$ cat src/rtl/osd_pkg.sv
`default_nettype none
package osd_pkg;

  localparam int WINDOW     = 100;
  localparam int POS_BITS   = 20;
  localparam int THR_BITS   = 16;
  localparam int SKIP_BITS  = 20;
  localparam int CFG_ADDR_W = 1;
  localparam int CFG_DATA_W = (THR_BITS > SKIP_BITS) ? THR_BITS : SKIP_BITS;

  localparam int SLOT_W = (WINDOW > 1) ? $clog2(WINDOW) : 1;
  localparam int FILL_W = $clog2(WINDOW + 1);
  localparam int SQ_W   = 2 * POS_BITS;
  localparam int THR2_W = 2 * THR_BITS;
  localparam int SUM_W  = ((SQ_W + 1) > THR2_W) ? (SQ_W + 1) : THR2_W;
  localparam int CMPX_W = (POS_BITS > SKIP_BITS) ? POS_BITS : SKIP_BITS;
  localparam int RAM_W  = 2 * POS_BITS;

  // With a very short window a later sample would read a slot before the
  // earlier write to it has landed, so only one sample is then in flight.
  localparam bit PIPE_SERIAL = (WINDOW < 4);

  typedef enum logic [CFG_ADDR_W-1:0] {
    REG_MOVE_THRESHOLD,
    REG_ORIGIN_SKIP
  } cfg_reg_t;

  typedef struct packed {
    logic signed [POS_BITS-1:0] pos_x;
    logic signed [POS_BITS-1:0] pos_y;
  } sample_t;

  typedef struct packed {
    logic return_request;
    logic compared;
    logic skipped;
  } result_t;

  typedef struct packed {
    logic            skip;
    sample_t         pos;
    logic [SQ_W-1:0] sx;
    logic [SQ_W-1:0] sy;
  } sq_item_t;

  typedef struct packed {
    logic              en;
    logic [SLOT_W-1:0] addr;
    sample_t           data;
  } win_wr_t;

endpackage
`default_nettype wire

$ cat src/rtl/osd_judge.sv
`default_nettype none
module osd_judge (
  input  wire logic                         clk,
  input  wire logic                         rst,
  input  wire logic                         advance,
  input  wire logic                         sq_valid,
  input  wire osd_pkg::sq_item_t            sq_item,
  input  wire logic [osd_pkg::THR_BITS-1:0] move_threshold,
  output      osd_pkg::win_wr_t             win_wr,
  output      logic                         window_clear,
  output      logic                         busy,
  output      logic                         out_valid,
  output      osd_pkg::result_t             out_data
);
  import osd_pkg::*;

  logic [THR2_W-1:0] thr2;
  logic              s3_valid;
  sq_item_t          s3;
  logic [SUM_W-1:0]  sum;
  logic              moved;
  logic              full;
  logic              commit;
  result_t           result;

  logic [SLOT_W-1:0] write_slot;
  logic [SLOT_W-1:0] write_slot_next;
  logic [FILL_W-1:0] fill_count;
  logic [FILL_W-1:0] fill_count_next;

  always_ff @(posedge clk) begin
    thr2 <= THR2_W'(move_threshold) * THR2_W'(move_threshold);
    if (advance) begin
      s3 <= sq_item;
    end
  end

  always_comb begin
    sum    = SUM_W'(s3.sx) + SUM_W'(s3.sy);
    moved  = sum > SUM_W'(thr2);
    full   = (fill_count == FILL_W'(WINDOW));
    commit = advance && s3_valid;

    win_wr.en    = commit && !s3.skip && (!full || moved);
    win_wr.addr  = write_slot;
    win_wr.data  = s3.pos;
    window_clear = commit && !s3.skip && full && !moved;

    result.skipped        = s3.skip;
    result.compared       = !s3.skip && full;
    result.return_request = !s3.skip && full && !moved;
  end

  always_comb begin
    write_slot_next = write_slot;
    fill_count_next = fill_count;
    if (window_clear) begin
      write_slot_next = '0;
      fill_count_next = '0;
    end else if (win_wr.en) begin
      write_slot_next = (write_slot == SLOT_W'(WINDOW - 1)) ? '0 : write_slot + 1'b1;
      if (!full) begin
        fill_count_next = fill_count + 1'b1;
      end
    end
  end

  always_ff @(posedge clk) begin
    if (rst) begin
      s3_valid   <= 1'b0;
      out_valid  <= 1'b0;
      write_slot <= '0;
      fill_count <= '0;
    end else begin
      write_slot <= write_slot_next;
      fill_count <= fill_count_next;
      if (advance) begin
        s3_valid  <= sq_valid;
        out_valid <= s3_valid;
      end
    end
  end

  always_ff @(posedge clk) begin
    if (commit) begin
      out_data <= result;
    end
  end

  assign busy = s3_valid;

endmodule
`default_nettype wire

$ cat config.mk
export PLATFORM = sky130hd
export DESIGN_NAME = osd_judge
export DESIGN_NICKNAME = d
export VERILOG_FILES = /design/src/rtl/osd_pkg.sv /design/src/rtl/osd_judge.sv
export SDC_FILE = /design/constraint.sdc
export NUM_CORES = 1
export LEC_CHECK = 0
export CELL_PAD_IN_SITES_DETAIL_PLACEMENT = 0
export CELL_PAD_IN_SITES_GLOBAL_PLACEMENT = 1
export CORE_MARGIN = 4
export CORE_UTILIZATION = 35
export DETAILED_ROUTE_END_ITERATION = 7
export DONT_BUFFER_PORTS = 1
export GPL_TIMING_DRIVEN = 0
export HOLD_SLACK_MARGIN = 0.08
export PLACE_DENSITY_LB_ADDON = 0.1
export SLEW_MARGIN = 20
export SYNTH_ARGS = -nofsm -noshare
export SYNTH_HDL_FRONTEND = slang
export SYNTH_SLANG_ARGS = --single-unit
$ cat constraint.sdc
create_clock -name clk -period 9.1 [get_ports clk]
set_input_delay 0.91 -clock clk [delete_from_list [all_inputs] [get_ports clk]]
set_output_delay 0.91 -clock clk [all_outputs]
set_load 0.02 [all_outputs]
# [After elaboration in Yosys (flattened, before gate mapping)]
# Cells that the tools add are included.
[word_totals] regBits=172 latch_bits=0 ram_bits=0 rom_bits=0 inputBits=141 out_inout_bits=54 elab_cells=35 mem_count=0
[classes] n_addsub=3 mul=1 div=0 order_cmp=1 n_eq_ne=2 n_shift=0 n_mux=1 bitwise_logic=1 reduce_logical=13
[ops] cell="adder 40 x 40 -> 41 bit" count=1
[ops] cell="> comparator 41 x 32 -> 1 bit" count=1
[ops] cell="multiplier 16 x 16 -> 32 bit" count=1
[ops] cell="adder 7 x 1 -> 7 bit, second input constant" count=2
[ops] cell="equality test 7 bit, second input constant" count=2
[ops] cell="logical AND 1 bit" count=7
[ops] cell="two-way mux 7 bit" count=1
[ops] cell="logical NOT 1 bit" count=3
[ops] cell="AND reduction 2 bit" count=1
[ops] cell="OR reduction 2 bit" count=1
[ops] cell="logical OR 1 bit" count=1
[ops] cell="inverter 1 bit" count=1

# [Longest topological paths before layout]
[depth] ltp_word=5 mapped_depth=25 depth_no_buf=24

# [Worst setup path before layout]
# No wires, ideal clock.
[synth_path] path_type="input-to-reg" startpoint="input port move_threshold[1] (netlist bit)" endpoint="register thr2[28]" setup_time_ns=0.072 arrival_ns=6.775 required_time_ns=9.028 path_slack_ns=2.253 cell_stages=25 path_buffers=2 path_cell_list="clkbuf_1 > clkbuf_1 > and2_1 > fa_1 > inv_1 > fa_1 > inv_1 > fa_1 > inv_1 > fa_1 > inv_1 > fa_1 > inv_1 > fa_1 > inv_1 > ha_1 > a21o_1 > a21oi_1 > nor2b_1 > a311oi_1 > a21oi_1 > o41a_1 > a22o_1 > o41ai_1 > xnor2_1"
[synth_between] elab_chain_len=1
[synth_lines] item="from (decl)" line_no="osd_judge.sv:8" source="input wire logic [osd_pkg::THR_BITS-1:0] move_threshold,"
[synth_lines] item="multiplier 16 x 16 -> 32 bit" line_no="osd_judge.sv:32" source="thr2 <= THR2_W'(move_threshold) * THR2_W'(move_threshold);"
[synth_lines] item="to (signal assigned)" line_no="osd_judge.sv:32"
[synth_lines] item="to (decl)" line_no="osd_judge.sv:17" source="logic [THR2_W-1:0] thr2;"
# No other way between the ends.
# A chain may end at the register's enable or synchronous reset.

# [Final worst setup path]
[layout_path] startpoint="input port move_threshold[1] (netlist bit)" endpoint="register thr2[27]"
# The elaborated chain is that of the path after synthesis.

==> results.py <==
metrics = {
    "place": {
        "port_buffers": 0,
        "placed_cell_area_um2": 17000,
        "place_congestion": 0.791,
        "dp_hpwl_um": 34000,
    },
    "floorplanning": {
        "initial_core_util_pct": 35.6,
        "die_w_um": 224,
        "rows": 78,
        "ios": 195,
        "core-area_um2": 45700,
        "die_h_um": 224,
        "dieArea_um2": 50000,
    },
    "cells_and_area": {
        "final_cell_area_um2": 17700,
        "nets": 2118,
        "drive_above_1_share_pct": 7.21,
        "area_delta_synth_final_pct": 8.50,
        "most-common-layout-cells": "inv_1, ha_1, fa_1",
        "layout_commonest_cell": "inv_1",
        "nFillCells": 4645,
    },
    "setup_path": {
        "arrival_ns": 7.77,
        "startpoint_type": "primary input",
        "cp.required_ns": 9.49,
        "crit_path_start": "move_threshold[1]",
        "path_max_fanout": 10,
        "r2r_start": "s3[0]$_DFFE_PP_",
        "critPathKind": "primary input to flip-flop",
        "endpoint_kind": "flip-flop",
    },
    "cts": {
        "cts-htree-levels": 4,
        "cts-root-buf": "clkbuf_16",
        "clkTransAtPathRegs_ns": 0.07,
        "cts_tree": "built",
        "holdBufCountCts": 0,
        "cts_buffers": 17,
        "cts_resized": 0,
        "postCtsSetupBuffers": 0,
        "clock_latency_ns": 0.46,
        "clock_path_buffers": 2,
        "cts_num_sinks": 171,
    },
    "timing": {
        "hold_ws_ns": 0.481,
        "setup_viol": 0,
        "fin_tns_setup_ns": 0,
        "period_needed_ns": 7.38,
        "finalCritPeriodShare_pct": 81.1,
        "worst_pin_slew_ns": 0.785,
        "worst_clock_skew_ns": 0.0217,
        "slew_violations": 0,
        "rsz0062_at_grt": "false",
        "max_freq_mhz": 135,
        "hold_violations": 0,
        "relSlewSlack_pct": 47.5,
    },
    "global_routing": {
        "grt_pass1_vias": 11676,
        "grt.overflow.total": 0,
        "antenna_found_initial": 2,
        "track_usage_pct": 16.6,
        "grt_max_degree": 125,
        "grt_pass1_wl_um": 65300,
    },
    "drt": {
        "routed_via_density": 4.82,
        "finalWirelength_um": 41100,
        "wl_per_cell_um": 18.3,
        "antenna_left": 0,
        "vias": 10851,
        "route.detailed.drc": 0,
        "drt_iter0_markers": 454,
        "first_pass_iters": 4,
    },
    "worst_hold_path": {
        "worstHoldStart": "move_threshold[0]",
        "min_path_type": "primary input to flip-flop",
    },
    "pwr": {
        "powerDensity_nw_per_um2": 333,
        "power.leakage_uw": 0.00822,
        "vdd_drop_max_v": 0.000220,
        "p_total_uw": 5890,
    },
    "logic_synthesis": {
        "syn-num-nets": 2099,
        "ys_seq_area_share_pct": 28.7,
        "synth_area_um2": 16300,
        "synth.distinct_cells": 86,
        "avgSynthCellArea_um2": 10.1,
        "synthCells": 1618,
        "synth_ff_type": "edfxtp_1",
        "synth-edff-count": 124,
        "async_flop_share_pct": 0,
        "yosys_warnings": 0,
        "ys_ff_latch": 171,
    },
    "outcome": {
        "outcome": "finished, final reports clean",
    },
    "flow_run": {
        "max-cap-violations": 0,
    },
}
-- report_power, final --
part | total, uW | switching [uW] | internal (uW)
Combinational | 4060 | 2300 | 1750
Clock | 790 | 344 | 445
Sequential | 1040 | 33.6 | 1010
-- final cells by class --
type                            count  area [um2]  share of cell area (%)
Clock buffer                       18         429                    2.43
Inverter                          306        1150                    6.50
Buffer                             78         465                    2.63
Sequential cell                   171        4660                    26.4
Tap cell                          600         751                    4.25
Clock inverter                     14         200                    1.13
Antenna cell                        1        2.50                  0.0142
Multi-Input combinational cell   1063       10000                    56.6
-- path summary, 6_finish.rpt --
check	end	slack, ns	depth (start not counted)
worst min-delay path	thr2[0]$_DFF_P_	0.48	0
worst max-delay path	thr2[27]$_DFF_P_	1.72	23
worst max register to register	out_data[2]$_DFFE_PP_	3.33	21
worst min register to register	out_data[0]$_DFFE_PP_	0.55	0
-- flip-flops by register name (all words and copies together) (netlist names) --
register / cells
win_wr: 40
fill_count: 7
out_valid: 1
write_slot: 7
s3: 80
result: 1
busy: 1
thr2: 31
out_data: 3
-- logic make-up (layout without fill, tap and decap cells) --
| family | count (synthesis) | count (layout) | synth area share [%] |
|---|---|---|---|
| buf+inv | 384 | 416 | 9.91 |
| simple gates | 381 | 381 | 11.8 |
| fa+ha+maj | 340 | 340 | 33.7 |
| compound gates | 259 | 259 | 11.3 |
| flops | 171 | 171 | 28.7 |
| xor+xnor | 75 | 75 | 4.08 |
| mux | 8 | 8 | 0.507 |
| other cells | 0 | 1 | 0 |
-- cells in the mapped netlist, types with 4 or more instances --
master	instances	area (um2)
a211oi_1	11	82.6
a211oi_2	8	100
inv_1	306	1150
and4_1	5	43.8
o221ai_1	4	35.0
nand2_1	128	480
a21o_1	31	233
clkbuf_1	28	105
ha_1	176	2200
and2_1	49	307
or4_1	4	30.0
xnor2_1	51	447
o21ai_1	9	45.0
nor2_1	66	248
a21oi_1	69	345
buf_4	42	315
nor4_1	6	37.5
fa_1	164	3280
nor2b_1	9	56.3
a31o_2	4	35.0
nor3_1	18	90.1
edfxtp_1	124	3720
a31oi_1	6	37.5
nand2b_1	14	87.6
and3_1	13	81.3
nand3_1	23	115
o21ai_0	34	170
nand3b_1	4	30.0
o211ai_1	8	60.1
mux2i_1	6	60.1
or3_1	5	31.3
buf_2	6	30.0
o21bai_1	12	90.1
o21a_1	12	90.1
dfxtp_1	47	941
xor2_1	23	201
nand4_1	17	106
-- layer usage --
layer	part of all wire [%]	up-vias	routed length, um	track usage (%)
met4	1.7	2	681	4.57
li1	-	5392	-	-
met3	2.8	33	1150	2.37
met2	49	147	20000	28.2
met5	0.032	-	13	0
met1	47	5277	19300	22.2
-- worst max-delay path: stages --
cell and delay [ns]:
clkbuf_1 0.38, clkbuf_1 0.54, nand2_1 0.22, inv_1 0.13, fa_1 0.39, inv_1 0.08
fa_1 0.41, inv_1 0.09, fa_1 0.44, fa_1 0.48, fa_1 0.55, inv_1 0.06
fa_1 0.54, inv_1 0.05, ha_1 0.36, a21o_1 0.20, a21o_1 0.17, a21o_1 0.18
a41o_1 0.28, a221oi_1 0.58, o21ai_0 0.31, a31oi_1 0.29, xnor2_1 0.13
-- metrics by stage --
stage	instances	setup slack (ns)	util, %
6_report	2251	1.72	38.7
5_1_grt	2251	1.43	38.7
4_1_cts	2250	1.66	38.7
3_5_place_dp	2218	1.17	37.3
3_3_place_gp	2218	1.06	37.3
2_1_floorplan	1618	2.25	-
(Power assumes the default switching activity.)
