<file path="config.mk">
export PLATFORM = sky130hd
export DESIGN_NAME = osd_ram
export DESIGN_NICKNAME = d
export VERILOG_FILES = /design/src/rtl/osd_ram.sv
export SDC_FILE = /design/constraint.sdc
export NUM_CORES = 1
export LEC_CHECK = 0
export ABC_AREA = 1
export BUFFER_PORTS_ARGS = -buffer_cell sky130_fd_sc_hd__buf_2
export CAP_MARGIN = 20
export CORE_MARGIN = 2
export CORE_UTILIZATION = 40
export DETAILED_ROUTE_END_ITERATION = 12
export SLEW_MARGIN = 20
export SYNTH_ARGS = -nofsm -noshare
export SYNTH_HDL_FRONTEND = slang
export SYNTH_SLANG_ARGS = --single-unit
</file>
<file path="constraint.sdc">
create_clock -name clk -period 1.2 [get_ports clk]
set_clock_uncertainty 0.15 [all_clocks]
set_input_delay 0.12 -clock clk [delete_from_list [all_inputs] [get_ports clk]]
set_output_delay 0.12 -clock clk [all_outputs]
set_load 0.02 [all_outputs]
</file>
<file path="src/rtl/osd_ram.sv">
`default_nettype none
module osd_ram #(
  parameter int WIDTH = 8,
  parameter int DEPTH = 16,
  localparam int ADDR_W = (DEPTH > 1) ? $clog2(DEPTH) : 1
) (
  input  wire logic              clk,
  input  wire logic              wr_en,
  input  wire logic [ADDR_W-1:0] wr_addr,
  input  wire logic [WIDTH-1:0]  wr_data,
  input  wire logic              rd_en,
  input  wire logic [ADDR_W-1:0] rd_addr,
  output      logic [WIDTH-1:0]  rd_data
);

  logic [WIDTH-1:0] mem [DEPTH];

  always_ff @(posedge clk) begin
    if (wr_en) begin
      mem[wr_addr] <= wr_data;
    end
    if (rd_en) begin
      rd_data <= mem[rd_addr];
    end
  end

endmodule
`default_nettype wire

</file>
# Word level (Yosys, flattened, before mapping)
# Memory sizes are Yosys's and may differ from the RTL's. A register that Yosys moved wholly into a read port is not among the register bits.
# Index checks and enable logic that the tools add are counted.
# totals
ram_bits,128
regBits,0
memories,1
out_inout_bits,8
word_cells,3
# classes
mux,2
# memory_table
name,depth,width,read_ports,rd_ports_with_merged_regs,write_ports,line_no,text
mem,16,8,1,1,1,16,logic [WIDTH-1:0] mem [DEPTH];
# op_table
operator,n
1-bit 2-to-1 mux,2

# Depth between registers and ports, before layout
# Gate-level depths: netlist (run 1).
# depth
word_depth,2
depth_mapped,8
mapped_depth_nobuf,7

# Least setup slack after synthesis (run 1)
# Ideal clock, no wire load.
# synth_timing
kind,input port to flip-flop
from,in wr_addr[3]
to,"mem mem[4][0], enable pin"
path_slack_ns,-0.021
arrival_time_ns,0.701
t_required_ns,0.680
cell_stages,2
setup_time_ns,0.370
path_buffers,0
path_cell_list,nand3b_1 nor2_1
# synth_lines
item,line_no,text
"start, declared",9,"input wire logic [ADDR_W-1:0] wr_addr,"
"end, declared",16,
# No word-level cell before the write port.

==> results of run 1 <==
==> worst max path at each step <==
stage | cells past startpoint | slack [ns] | end
3_3_place_gp | 9 | -0.33 | rd_data[2]
5_1_grt | 6 | -0.11 | rd_data[3]
4_1_cts | 1 | -0.06 | rd_data[3]
6_report | 6 | -0.06 | rd_data[6]
3_5_place_dp | 9 | -0.37 | rd_data[6]
2_1_floorplan | 2 | -0.02 | mem[4][0]
==> worst max-delay path: stages, from the launching register on <==
cell      delay, ns
edfxtp_1       0.36
inv_1          0.06
nand2_1        0.05
nand3_1        0.11
nand3_2        0.10
nand3_2        0.11
nand2_1        0.07
==> sequential cells by signal, indices dropped and copies added (netlist names) <==
name     cells
mem        128
rd_data      8
==> cell usage after synthesis <==
cell type    n  area share (%)
nor2_1      17             1.1
buf_2       13             1.1
buf_1        1           0.064
nand3_1     97             8.3
nand3b_1     2            0.26
buf_4        4            0.51
inv_2        2            0.13
buf_6        6             1.2
nand2_1    173              11
inv_1      100             6.4
edfxtp_1   136              70
==> layout by cell type (no fill, tap or decap), types with 7 or more instances in the layout <==
cell	instances
nand2_1	173
nand3_2	38
edfxtp_1	136
inv_1	100
nor2_1	17
dlygate4sd3_1	7
buf_4	28
buf_2	22
clkbuf_16	17
nand3_1	59
==> routing by layer <==
layer  share of wire, %  track usage [%]
met5                  0                0
met4                3.2            9.281
met3                4.8            4.381
met2                 48            28.42
met1                 44            23.29
==> power groups by stage <==
stage	clock [W]	combinational (W)	sequential, W
CTS	0.00530	0.000783	0.00538
global route	0.00550	0.000888	0.00539
floorplan	0	0.000375	0.00550
finish	0.00522	0.000806	0.00539
global placement	0	0.000706	0.00548
detailed placement	0	0.000722	0.00548
==> cell families after synthesis <==
family / count (synthesis) / synth area share (%)
simple gates: 289 / 20.76
buf+inv: 126 / 9.394
flops: 136 / 69.85
==> timing repair <==
item	in CTS	in global routing
pin swaps	25	13
hold buffers	7	0
gates resized for setup	27	19
endpoints found under the setup margin	16	16
endpoints found under the hold margin	104	0
==> per-stage QoR <==
| step | utilization [%] | worst slack, ns | power (W) | instances |
|---|---|---|---|---|
| 2_1_floorplan | - | -0.02084 | 0.005880 | 551 |
| 3_3_place_gp | 44.03 | -0.3262 | 0.006181 | 770 |
| 3_5_place_dp | 44.03 | -0.3652 | 0.006201 | 770 |
| 4_1_cts | 49.54 | -0.06396 | 0.01146 | 809 |
| 5_1_grt | 50.12 | -0.1050 | 0.01178 | 809 |
| 6_report | 50.12 | -0.05891 | 0.01141 | 809 |
==> final cells by class <==
type,instances,area share (%)
multi-input combinational,289,19.42
tap,184,3.184
sequential,136,56.49
clock inverter,12,2.163
timing repair buffer,66,7.407
clock buffer,20,6.040
inverter,102,5.296
==> results by group, run 1 <==
GRT
  – Initial antenna violation count: 0
  – GRT Residual Overflow: 0
  – Aggregate global-route resource usage: 18.01%
  – First-pass GRT wire length: 20.87 mm
  – Vias in the first global route: 3,875
  – Largest net degree at the start of global routing: a little under 60

Power
  – Pint: 0.009062 W
  – Clock power frac: a little under half
  – Switching Fraction: 20.60%
  – Ratio of total power to cell area: roughly 1600 nW/um^2
  – P_leak: around 3.1 nW
  – Comb pwr share: 7.1%
  – Share of power burned in registers: 47.2%
  – Sw power: 0.002351 W
  – Max rail drop VDD: 854.5 uV

Route
  – Routed WL per cell: 16.48 um
  – Vias per cell: a little under 5
  – Via count: 3,941
  – Iter 0 DRT Violations: 274
  – Routed Antenna Nets: 0
  – Drt drc: 0
  – Drt first pass iters: 4
  – Post-Route WL: 13.34 mm

STA
  – Slew Viols, Final: 0
  – RSZ-0062 raised after global routing: yes
  – Peak Freq: 794.3 MHz
  – Min Tclk post-route: ~1.3 ns
  – Final TNS setup: -0.2951 ns
  – Final setup fails: 10
  – Final WS setup: -0.05891 ns
  – Final worst path period share: 104.9%
  – Slew headroom: 71.91%
  – Slew @ Worst Pin: between 0.4 and 0.5 ns
  – Final Hold Fails: 0
  – Hold slack: 0.008399 ns

Status
  – Failing checks: setup timing
  – Status: finished, violations left

Placed design
  – Final GP Congestion: 0.8025
  – Placed instance area: 6351 um^2
  – Port Buffer Count: 26
  – Detail Placement HPWL: a little over 8 mm

Finish
  – Share of layout cells above drive strength 1: 20.00%
  – Area delta synth->final: 23.65%
  – Sequential cell area: between 4000 and 5000 um^2
  – Fill count: 1,301
  – Multi-input gate area: 1404 um^2
  – Design area: 7229 um^2
  – Final #Nets: 631
  – # diodes: 0

Floorplanning
  – Die width: around 120 um
  – Core area: 14,420 um^2
  – Die height: 124.9 um
  – Starting density of the core: 40.54%
  – I/O pin cnt: 27
  – Die area: 15,600 um^2
  – Row count: 44

Setup path
  – Crit Reg-Reg Startpoint: mem[1][6]
  – Critical path arrival: about 1.3 ns
  – Worst Reg-to-Reg Cells: 6
  – Slack of the worst reg-to-reg path: -0.06 ns
  – Reg-to-Reg End: rd_data[6]
  – Crit path launch: mem[1][6]
  – Critical Path RT: 1.21 ns
  – Crit end category: register
  – Crit Path Class: register to register
  – Startpoint types: register
  – CP max FO: 1

Clocking
  – Clk sinks: 136
  – CTS Buffer Depth: 2
  – CTS buffer count: 17
  – Worst skew pair latency: a little over 0.4 ns
  – CTS tree: built
  – Root buf cell: clkbuf_16
  – Setup Buffers After CTS: 0
  – Clock slew seen by the registers of the worst setup and hold paths: 0.05 ns
  – Clock H-tree levels: 4

Synthesis
  – #FFs+latches synth: 136
  – Ys Warns: 0
  – Syn nets: 570
  – Avg Synthesized Cell Area: around 11 um^2
  – Synth Instances: 551
  – Post-Syn Area: 5847 um^2
  – Yosys cell types: 11
  – Register area share after synthesis: 69.85%

Hold path
  – Worst Hold Depth: 1
  – HP Start: wr_data[6]
  – Hold endpoint: mem[11][6]
  – Hold/Removal Path Class: input port to register

Flow run
  – # Max-Cap Violations: 0
Power figures use the tool's default switching activity.
==> run 2, diff against run 1 <==
--- a/config.mk
+++ b/config.mk
@@ -11,7 +11,9 @@
 export CORE_MARGIN = 2
 export CORE_UTILIZATION = 40
 export DETAILED_ROUTE_END_ITERATION = 12
+export SKIP_LAST_GASP = 1
 export SLEW_MARGIN = 20
 export SYNTH_ARGS = -nofsm -noshare
 export SYNTH_HDL_FRONTEND = slang
 export SYNTH_SLANG_ARGS = --single-unit
+export TNS_END_PERCENT = 50
==> constraint.sdc (replaced) <==
create_clock -name clk -period 1.2 [get_ports clk]
set_clock_uncertainty 0.15 [all_clocks]
set_input_delay 0.24 -clock clk [delete_from_list [all_inputs] [get_ports clk]]
set_output_delay 0.24 -clock clk [all_outputs]
set_load 0.02 [all_outputs]
==> run 2 against run 1 <==
Compared with the run above:
- the flow still finishes with violations (setup timing)
- critical path depth fell by 5
- final area is 0.31% lower
- cell count unchanged
- register-to-register slack lost 0.05 ns
- largest power group unchanged
==> results by group, run 2 (same netlist as run 1, synthesis figures left out) <==
Status
  – Status: finished, violations left
  – Failing checks: setup timing

Hold path
  – Hold/Removal Path Class: input port to register

Finish
  – Largest register FFs: 128
  – Largest registers: mem: 128 flops, rd_data: 8 flops
  – Commonest non-fill, non-tap cell in the layout: nand2_1
  – Largest Register: mem
  – Share of layout cells above drive strength 1: 21.92%
  – # diodes: 0
  – Final Non-Filler Cells: slightly above 800
  – Area delta synth->final: 23.26%
  – Design area: 7207 um^2
  – Most frequent cells in the layout: 170 x nand2_1, 136 x edfxtp_1, 99 x inv_1
  – Final #Nets: 632

Floorplanning
  – Die height: about 120 um
  – Core area: between 10,000 and 15,000 um^2
  – Die width: ~120 um
  – Die area: 15,600 um^2
  – Starting density of the core: between 40% and 50%
  – I/O pin cnt: 27
  – Row count: 44

GRT
  – Vias in the first global route: 3,964
  – First-pass GRT wire length: 21.53 mm
  – Largest net degree at the start of global routing: 48
  – GRT Residual Overflow: 0
  – Initial antenna violation count: 0
  – Aggregate global-route resource usage: a little under a fifth

Route
  – Vias per cell: approximately 4.9
  – Routed WL per cell: 16.66 um
  – Post-Route WL: 13.48 mm
  – Drt drc: 0
  – Via count: approximately 3,900
  – Drt first pass iters: 5
  – Iter 0 DRT Violations: 476
  – Routed Antenna Nets: 0

STA
  – Min Tclk post-route: 1.374 ns
  – Final TNS setup: -1.433 ns
  – Final Hold Fails: 0
  – RSZ-0062 raised after global routing: yes
  – Final setup fails: 15
  – Slew Viols, Final: 0
  – Final WS setup: -0.1739 ns
  – Final worst path period share: 114.5%
  – Peak Freq: 727.8 MHz
  – Hold slack: 0.06233 ns
  – Slew headroom: 72.21%
  – Slew @ Worst Pin: 0.4169 ns

Setup path
  – Slowest CP cell: edfxtp_1
  – Critical Path RT: 0.81 ns
  – Buf/Inv on CP: 1
  – Slowest stage delay, CP: 0.42 ns
  – Critical path arrival: 0.98 ns
  – Crit Path Class: register to primary output
  – CP max FO: 1
  – Worst path top cell family by delay: flip-flops
  – Crit end category: primary output
  – Startpoint types: register
  – Crit-path cells: buf_6

Placed design
  – Detail Placement HPWL: 8.929 mm
  – Port Buffer Count: 26
  – Placed insts: 778
  – Placed instance area: 6461 um^2
  – Final GP Congestion: 0.9060

Clocking
  – CTS Buffer Depth: 2
  – Clock H-tree levels: 4
  – Worst skew pair latency: about 0.41 ns
  – Setup Buffers After CTS: 0
  – CTS buffer count: 17
  – Clk sinks: 136
  – Root buf cell: clkbuf_16
  – CTS tree: built
  – # hold bufs at CTS: 0
  – Clock slew seen by the registers of the worst setup and hold paths: approximately 0.050 ns

Power
  – P_leak: 3.116 nW
  – Max rail drop VDD: between 1000 and 1500 uV
  – Pwr Total: 0.01120 W
  – Ratio of total power to cell area: 1555 nW/um^2

Flow run
  – # Max-Cap Violations: 0
[run 2: cell count changes in the layout (fill, tap and decap cells not counted), moves of 2 or more]
cell and delta:
nand3_2 -9, buf_12 +2, nand2_1 -3, nor2_1 -8, nand3_1 +9, nand2_2 +3, dlygate4sd3_1 -7, nor2_2 +7
buf_4 +6, clkinv_1 -2
[run 2: power breakdown]
part	internal, W	switching (W)	total [W]
clock	0.00322	0.00180	0.00502
combinational	0.000276	0.000523	0.000799
sequential	0.00536	0.0000320	0.00539
[run 2: per-stage QoR]
stage,setup slack (ns),utilization (%)
3_5_place_dp,-0.3925,44.80
4_1_cts,-0.1867,49.10
5_1_grt,-0.2046,49.97
6_report,-0.1739,49.97
2_1_floorplan,-0.1190,-
3_3_place_gp,-0.3695,44.80
[run 2: worst paths after layout]
kind,from,end,slack [ns],cells after the start
min,rd_en,rd_data[5],0.06,1
min reg2reg,mem[10][5],rd_data[5],0.63,6
max reg2reg,mem[5][2],rd_data[2],-0.11,6
max,rd_data[0],rd_data[0],-0.17,1
[run 2: cell type report]
type | instances | area [um^2]
fillers | 1287 | 7217
flip-flops and latches | 136 | 4084
multi-input cells | 289 | 1391
repair buffers | 67 | 550.5
clock buffers | 20 | 436.7
inverters | 102 | 382.9
well taps | 184 | 230.2
clock inverters | 11 | 131.4
[run 2: timing repair]
| action | 4_1_cts | 5_1_grt |
|---|---|---|
| hold endpoints to repair | 0 | 0 |
| setup endpoints to repair | 16 | 16 |
| cloned | 0 | 0 |
| gates resized for setup | 14 | 27 |
| pin swaps | 4 | 19 |
[run 2: routing by layer]
layer | wire (um) | global-route usage, % | part of all wire [%]
met5 | 0 | 0 | 0
met4 | 368 | 8.824 | 2.7
met3 | 632 | 3.522 | 4.7
met2 | 6385 | 29.03 | 47
met1 | 6092 | 24.52 | 45
