**config.mk**
```make
export PLATFORM = sky130hd
export DESIGN_NAME = osd_front
export DESIGN_NICKNAME = d
export VERILOG_FILES = /design/src/rtl/osd_pkg.sv /design/src/rtl/osd_front.sv
export SDC_FILE = /design/constraint.sdc
export NUM_CORES = 2
export LEC_CHECK = 0
export ABC_AREA = 1
export BUFFER_PORTS_ARGS = -buffer_cell sky130_fd_sc_hd__buf_2
export CAP_MARGIN = 20
export CORE_MARGIN = 10
export CORE_UTILIZATION = 25
export DETAILED_ROUTE_END_ITERATION = 16
export PLACE_DENSITY = 0.37
export SYNTH_ARGS = -nofsm -noshare
export SYNTH_HDL_FRONTEND = slang
export SYNTH_SLANG_ARGS = --single-unit
```
**constraint.sdc**
```tcl
create_clock -name clk -period 14 [get_ports clk]
set_input_delay 2.1 -clock clk [delete_from_list [all_inputs] [get_ports clk]]
set_output_delay 2.1 -clock clk [all_outputs]
set_load 0.01 [all_outputs]
```
**src/rtl/osd_pkg.sv**
```systemverilog
`default_nettype none
package osd_pkg;

  localparam int WINDOW     = 100;
  localparam int POS_BITS   = 20;
  localparam int THR_BITS   = 16;
  localparam int SKIP_BITS  = 20;
  localparam int CFG_ADDR_W = 1;
  localparam int CFG_DATA_W = (THR_BITS > SKIP_BITS) ? THR_BITS : SKIP_BITS;

  localparam int SLOT_W = (WINDOW > 1) ? $clog2(WINDOW) : 1;
  localparam int FILL_W = $clog2(WINDOW + 1);
  localparam int SQ_W   = 2 * POS_BITS;
  localparam int THR2_W = 2 * THR_BITS;
  localparam int SUM_W  = ((SQ_W + 1) > THR2_W) ? (SQ_W + 1) : THR2_W;
  localparam int CMPX_W = (POS_BITS > SKIP_BITS) ? POS_BITS : SKIP_BITS;
  localparam int RAM_W  = 2 * POS_BITS;

  // With a very short window a later sample would read a slot before the
  // earlier write to it has landed, so only one sample is then in flight.
  localparam bit PIPE_SERIAL = (WINDOW < 4);

  typedef enum logic [CFG_ADDR_W-1:0] {
    REG_MOVE_THRESHOLD,
    REG_ORIGIN_SKIP
  } cfg_reg_t;

  typedef struct packed {
    logic signed [POS_BITS-1:0] pos_x;
    logic signed [POS_BITS-1:0] pos_y;
  } sample_t;

  typedef struct packed {
    logic return_request;
    logic compared;
    logic skipped;
  } result_t;

  typedef struct packed {
    logic            skip;
    sample_t         pos;
    logic [SQ_W-1:0] sx;
    logic [SQ_W-1:0] sy;
  } sq_item_t;

  typedef struct packed {
    logic              en;
    logic [SLOT_W-1:0] addr;
    sample_t           data;
  } win_wr_t;

endpackage
`default_nettype wire

```
**src/rtl/osd_front.sv**
```systemverilog
`default_nettype none
module osd_front (
  input  wire logic                               clk,
  input  wire logic                               rst,
  input  wire logic                               advance,
  input  wire logic                               accept,
  input  wire osd_pkg::sample_t                   in_data,
  input  wire logic signed [osd_pkg::SKIP_BITS-1:0] origin_skip,
  input  wire logic                               window_clear,
  input  wire osd_pkg::sample_t                   rd_data,
  output      logic                               rd_en,
  output      logic [osd_pkg::SLOT_W-1:0]         rd_addr,
  output      logic                               sq_valid,
  output      osd_pkg::sq_item_t                  sq_item,
  output      logic                               busy
);
  import osd_pkg::*;

  logic signed [CMPX_W-1:0] xe;
  logic signed [CMPX_W-1:0] ye;
  logic signed [CMPX_W-1:0] oe;
  logic                     skip0;
  logic [SLOT_W-1:0]        front_slot;
  logic [SLOT_W-1:0]        front_slot_next;
  logic [1:0]               live_cnt;

  logic                     s1_valid;
  logic                     s1_skip;
  sample_t                  s1_pos;
  logic signed [POS_BITS:0] ddx;
  logic signed [POS_BITS:0] ddy;
  logic signed [POS_BITS:0] adx;
  logic signed [POS_BITS:0] ady;

  logic                     s2_valid;
  logic                     s2_skip;
  sample_t                  s2_pos;
  logic [POS_BITS-1:0]      s2_dx;
  logic [POS_BITS-1:0]      s2_dy;

  always_comb begin
    xe    = CMPX_W'(in_data.pos_x);
    ye    = CMPX_W'(in_data.pos_y);
    oe    = CMPX_W'(origin_skip);
    skip0 = (xe < oe) && (ye < oe);
  end

  assign rd_en   = accept && !skip0;
  assign rd_addr = front_slot;

  // The read pointer runs ahead of the committed write slot. When the window
  // is emptied it restarts behind the samples that are still in flight.
  always_comb begin
    live_cnt = 2'(s1_valid && !s1_skip) + 2'(s2_valid && !s2_skip) + 2'(rd_en);
    front_slot_next = front_slot;
    if (advance && window_clear) begin
      front_slot_next = SLOT_W'(live_cnt);
    end else if (rd_en) begin
      front_slot_next = (front_slot == SLOT_W'(WINDOW - 1)) ? '0 : front_slot + 1'b1;
    end
  end

  always_ff @(posedge clk) begin
    if (rst) begin
      front_slot <= '0;
      s1_valid   <= 1'b0;
      s2_valid   <= 1'b0;
    end else begin
      front_slot <= front_slot_next;
      if (advance) begin
        s1_valid <= accept;
        s2_valid <= s1_valid;
      end
    end
  end

  always_comb begin
    ddx = (POS_BITS + 1)'(s1_pos.pos_x) - (POS_BITS + 1)'(rd_data.pos_x);
    ddy = (POS_BITS + 1)'(s1_pos.pos_y) - (POS_BITS + 1)'(rd_data.pos_y);
    adx = ddx[POS_BITS] ? -ddx : ddx;
    ady = ddy[POS_BITS] ? -ddy : ddy;
  end

  always_ff @(posedge clk) begin
    if (advance) begin
      s1_skip <= skip0;
      s1_pos  <= in_data;
      s2_skip <= s1_skip;
      s2_pos  <= s1_pos;
      s2_dx   <= adx[POS_BITS-1:0];
      s2_dy   <= ady[POS_BITS-1:0];
    end
  end

  always_comb begin
    sq_item.skip = s2_skip;
    sq_item.pos  = s2_pos;
    sq_item.sx   = SQ_W'(s2_dx) * SQ_W'(s2_dx);
    sq_item.sy   = SQ_W'(s2_dy) * SQ_W'(s2_dy);
  end

  assign sq_valid = s2_valid;
  assign busy     = s1_valid || s2_valid;

endmodule
`default_nettype wire

```
* After elaboration in Yosys (flattened, before gate mapping)
Cells that the tools add are included.
** Storage, ports and cells
- Bits in read-only memories :: 0
- RAM bits :: 0
- Register bits :: 131
- Memories :: 0
- Output and inout port bits :: 131
- Latch bits :: 0
** Operators by class
- Order comparisons :: 2
- Reductions and logical operators :: 11
- Bitwise operators :: 0
- Equal/unequal tests :: 1
- $mul :: 2
- Mux-type cells :: 5
- Divide/modulo/power cells :: 0
- Shifts and indexed selects :: 0
- $add $sub $neg :: 7
** Operators by type and width (number)
- multiplier 20 x 20 -> 40 bit :: 2
- subtractor 20 x 20 -> 21 bit :: 2
- < comparator 20 bit :: 2
- 2-to-1 mux 20 bit :: 2
- negation 20 bit :: 2
- adder 7 x 1 -> 7 bit (second input constant) :: 1
- == test 7 bit (second input constant) :: 1
- 2-to-1 mux 7 bit :: 1
- logical AND 1 bit :: 5
- 2-to-1 mux 2 bit :: 2
- zero test 1 bit :: 3
- adder 1 x 1 -> 2 bit :: 1
- adder 2 x 1 -> 2 bit :: 1
- nonzero test 2 bit :: 1
- OR reduction 2 bit :: 1
- logical OR 1 bit :: 1

* Depth between registers and ports, before layout
- Word-level depth :: 6
- Mapped depth :: 30
- Mapped depth without buffers :: 29

* Least setup slack after synthesis
OpenSTA, ideal clock, no wires.
- Path type :: register -> output
- From :: register s2_dx[8]
- To :: output sq_item[71] (netlist bit)
- Path slack :: 5.725 ns
- Required time :: 11.900 ns
- Arrival :: 6.175 ns
- Cell stages (with the launch flop) :: 27
- Path buffers :: 2
- Cell sequence :: edfxtp_1 -> clkbuf_1 -> buf_1 -> nand2_1 -> fa_1 -> inv_1 -> fa_1 -> fa_1 -> fa_1 -> inv_1 -> fa_1 -> inv_1 -> fa_1 -> fa_1 -> ha_1 -> nand2_1 -> nor2_1 -> inv_1 -> nor3_1 -> a21oi_1 -> o21ai_1 -> nand2_1 -> nand2_1 -> nand3_1 -> nand2_1 -> nand2_1 -> nand2_1
** RTL lines
- start: declaration :: RTL line osd_front.sv:38 : logic [POS_BITS-1:0] s2_dx;
- start signal: assignment :: RTL line osd_front.sv:90 : s2_dx <= adx[POS_BITS-1:0];
- end: declaration :: RTL line osd_front.sv:14 : output osd_pkg::sq_item_t sq_item,

==> impl_summary.log <==
INFO  metric run_status = completed
INFO  metric fin_skew = between 20 and 25 ps
INFO  metric syn_to_final_growth = 11.6%
INFO  metric critPathMaxStageDelay = 1020 ps
INFO  metric synthesis.instances = 3,954
INFO  metric cts.clk_slew.worst_paths = 60 ps
INFO  metric firstDrtPassIters = 5
INFO  metric max_clock_freq = 104 MHz
INFO  metric route.vias.total = 24,800
INFO  metric cts.sink_count = 131
INFO  metric worst_path_most_repeated_cell = sky130_fd_sc_hd__fa_1
INFO  metric rsz_0062_raised_after_global_routing = false
INFO  metric synth-main-ff-cell = sky130_fd_sc_hd__edfxtp_1
INFO  metric post_synth_instance_area = 32,500 µm²
INFO  metric fin_cells = 5,907
INFO  metric worst_path_dominant_cell_family = adder cells
INFO  metric grt_remaining_overflow = 0
INFO  metric place.detailed.instances = 5,874
INFO  metric post_cts.repair.setup_buffers = 0
INFO  metric critPathCaptureType = primary output
INFO  metric postPlaceCellArea = between 30,000 and 40,000 µm²
INFO  metric die_w = 381 µm
INFO  metric start_kind = register
INFO  metric worstPathArrival = 7540 ps
INFO  metric finish.instance_area = ~36,000 µm²
INFO  metric yosysSeqAreaShare = 11.8%
INFO  metric dp_worst_setup_slack = approximately 4700 ps
INFO  metric fraction_of_final_layout_cells_with_drive_strength_greater_than_1 = 8.50%
INFO  metric cts.repair.resized = 0
INFO  metric number_of_pins_exceeding_their_max_slew_limit_in_the_final_report = 0
INFO  metric hold_buffers = 0
INFO  metric die-height = approximately 380 µm
INFO  metric crit_type = register to primary output
INFO  metric grt_first_pass_wirelength = ~160,000 µm
INFO  metric layout_min_cycle_time = 9640 ps
INFO  metric most-common-layout-cells = 1,061 x sky130_fd_sc_hd__inv_1, 851 x sky130_fd_sc_hd__nand2_1, 559 x sky130_fd_sc_hd__fa_1
INFO  metric place.port_buffers = 233
INFO  metric ys_seq_elements = approximately 130
INFO  metric drv.max_cap_violation_count = 0
INFO  metric yosys.area.top_type = sky130_fd_sc_hd__fa_1
INFO  metric hp-class = register to register
INFO  metric critical-path-slowest-cell = sky130_fd_sc_hd__edfxtp_1
INFO  metric die_ar = 145,000 µm²
INFO  metric pin_count = 236
INFO  metric vias_in_the_first_global_route = 27,500
INFO  metric yosys_warnings = 0
INFO  metric inserted_clock_buffers = 17
INFO  metric worst-path-buf-inv = 6
INFO  metric synth_cell_types = between 50 and 60
INFO  metric antenna_found_initial = 8
INFO  metric synth_largest_type_area_fraction = 34.4%
INFO  metric largest_net_degree_at_the_start_of_global_routing = 55
INFO  metric clock_tree_from_tritoncts = done
INFO  metric avgViaCountPerCell = 4.19
INFO  metric diodes = 0
INFO  metric tns = 0 ps
INFO  metric grtUsageTotal = a little over an eighth
INFO  metric rows = 132
INFO  metric report.final.hold_viol_count = 0
INFO  metric finalNetCount = 5,204
INFO  metric asyncSetResetFlopFracSynth = 0%
INFO  metric post_synth.cell_area_avg = 8.23 µm²
INFO  metric dp_hpwl = 84,200 µm
INFO  metric wl_per_cell = 16.5 µm
INFO  metric final_common_cell = sky130_fd_sc_hd__inv_1
INFO  metric design.core.area = 129,000 µm²
INFO  metric finalSetupViolations = 0
INFO  metric synth_edf_count = 122
INFO  metric worstPathRequired = roughly 12,000 ps
INFO  metric detail-route-antenna-nets = 0
INFO  metric synth_top_cells_by_area = sky130_fd_sc_hd__fa_1 34%, sky130_fd_sc_hd__ha_1 15%, sky130_fd_sc_hd__inv_1 12%
INFO  metric drc = 0
INFO  metric crit_fanout = 20
INFO  metric buffer_depth_of_the_longest_clock_path = 2
INFO  metric cts.root.buffer_cell = sky130_fd_sc_hd__clkbuf_16
INFO  metric timing.final.ws_setup = 4360 ps
INFO  metric cp_cell_sequence = nand2_1, inv_1, fa_1, fa_1, inv_1, fa_1, inv_1, fa_1, fa_1, fa_1, inv_1, fa_1, inv_1, ha_1, a21oi_1, o21ai_0, a21oi_1, o21ai_1, a21oi_1, o21ai_1, xor2_1, buf_2
INFO  metric max_slew_margin = 24.6%
INFO  metric ctsHtreeMaxLevel = 4
INFO  metric routed_wirelength = 97,400 µm
INFO  metric timing.final.crit_share = 68.8%
INFO  metric globalplace.congestion = 0.830
INFO  metric start_util = approximately 25%
INFO  metric max_slew.worst_pin.slew = 1130 ps
INFO  metric clock_latency_on_the_worst_skew_pair = roughly 450 ps
INFO  metric drt_iter0_drcs = 1,021
cell usage after synthesis, types with 6 or more instances:
cell type                     n
sky130_fd_sc_hd__nand2_2     18
sky130_fd_sc_hd__nor4_1      10
sky130_fd_sc_hd__nand4_1     25
sky130_fd_sc_hd__nand3_1     97
sky130_fd_sc_hd__and2_1       6
sky130_fd_sc_hd__xnor2_1     47
sky130_fd_sc_hd__nor3_1      17
sky130_fd_sc_hd__o21ai_1     13
sky130_fd_sc_hd__o21ai_2      7
sky130_fd_sc_hd__xor2_1      95
sky130_fd_sc_hd__nand2_1    851
sky130_fd_sc_hd__nor2_2       6
sky130_fd_sc_hd__nor2_1     190
sky130_fd_sc_hd__edfxtp_1   122
sky130_fd_sc_hd__o21bai_1    21
sky130_fd_sc_hd__inv_1     1061
sky130_fd_sc_hd__nand3b_1    17
sky130_fd_sc_hd__clkbuf_1    57
sky130_fd_sc_hd__ha_1       388
sky130_fd_sc_hd__a31oi_1     23
sky130_fd_sc_hd__o21ai_0     67
sky130_fd_sc_hd__a21oi_1    157
sky130_fd_sc_hd__buf_1       25
sky130_fd_sc_hd__fa_1       559
sky130_fd_sc_hd__a21o_1       7
sky130_fd_sc_hd__dfxtp_1      9
sky130_fd_sc_hd__or2_2        7
final cells by class:
| type | instances | area, µm² |
|---|---|---|
| tap | 1742 | 2180 |
| clock buffer | 18 | 429 |
| multi-input combinational | 2668 | 24300 |
| inverter | 1066 | 4000 |
| timing repair buffer | 268 | 1440 |
| sequential | 131 | 3840 |
| fill | 14300 | 93200 |
| clock inverter | 14 | 104 |
metrics by stage:
stage                     hold slack (ps)  utilization, %
after CTS                             466            28.0
after global routing                  485            28.1
final                                 458            28.1
after detailed placement              450            27.6
after floorplan                       426               -
after global placement                434            27.6
layer usage:
| metal | vias to the layer above | GRT usage (%) | share of wire (%) |
|---|---|---|---|
| li1 | 12300 | - | - |
| met1 | 12000 | 17.6 | 45 |
| met2 | 435 | 23.8 | 49 |
| met3 | 70 | 2.12 | 4.4 |
| met4 | 12 | 1.98 | 1.0 |
| met5 | - | 0 | 0.086 |
state kept, by name, summed over array words and instances (netlist names):
| register | count |
|---|---|
| s1_pos | 40 |
| sq_item | 40 |
| s2_dx | 20 |
| s2_dy | 20 |
| rd_addr | 7 |
| s1_skip | 1 |
| s1_valid | 1 |
| s2_skip | 1 |
| sq_valid | 1 |
logic make-up (layout without fill, tap and decap cells):
group	Yosys count	after routing	share of synthesized area [%]
XOR/XNOR	144	144	3.96
other	1	2	0.0115
AO/OA/AOI/OAI	322	322	5.61
AND/OR/NAND/NOR	1253	1253	15.9
buffers and inverters	1156	1366	13.4
adder cells (fa/ha/maj)	947	947	49.3
flip-flops	131	131	11.8
worst paths after layout:
| check | startpoint | end | slack [ps] | depth (start not counted) |
|---|---|---|---|---|
| worst max-delay path | s2_dy[2] | sq_item[34] | 4360 | 22 |
| worst min-delay path | s1_pos[0] | sq_item[80] | 460 | 0 |
| worst min register to register | s1_pos[0] | sq_item[80] | 460 | 0 |
| worst max register to register | s1_pos[20] | s2_dx[16] | 10780 | 16 |
Power is not shown: default switching activity piles up to over one toggle a cycle in this logic, so the estimate is an artifact.
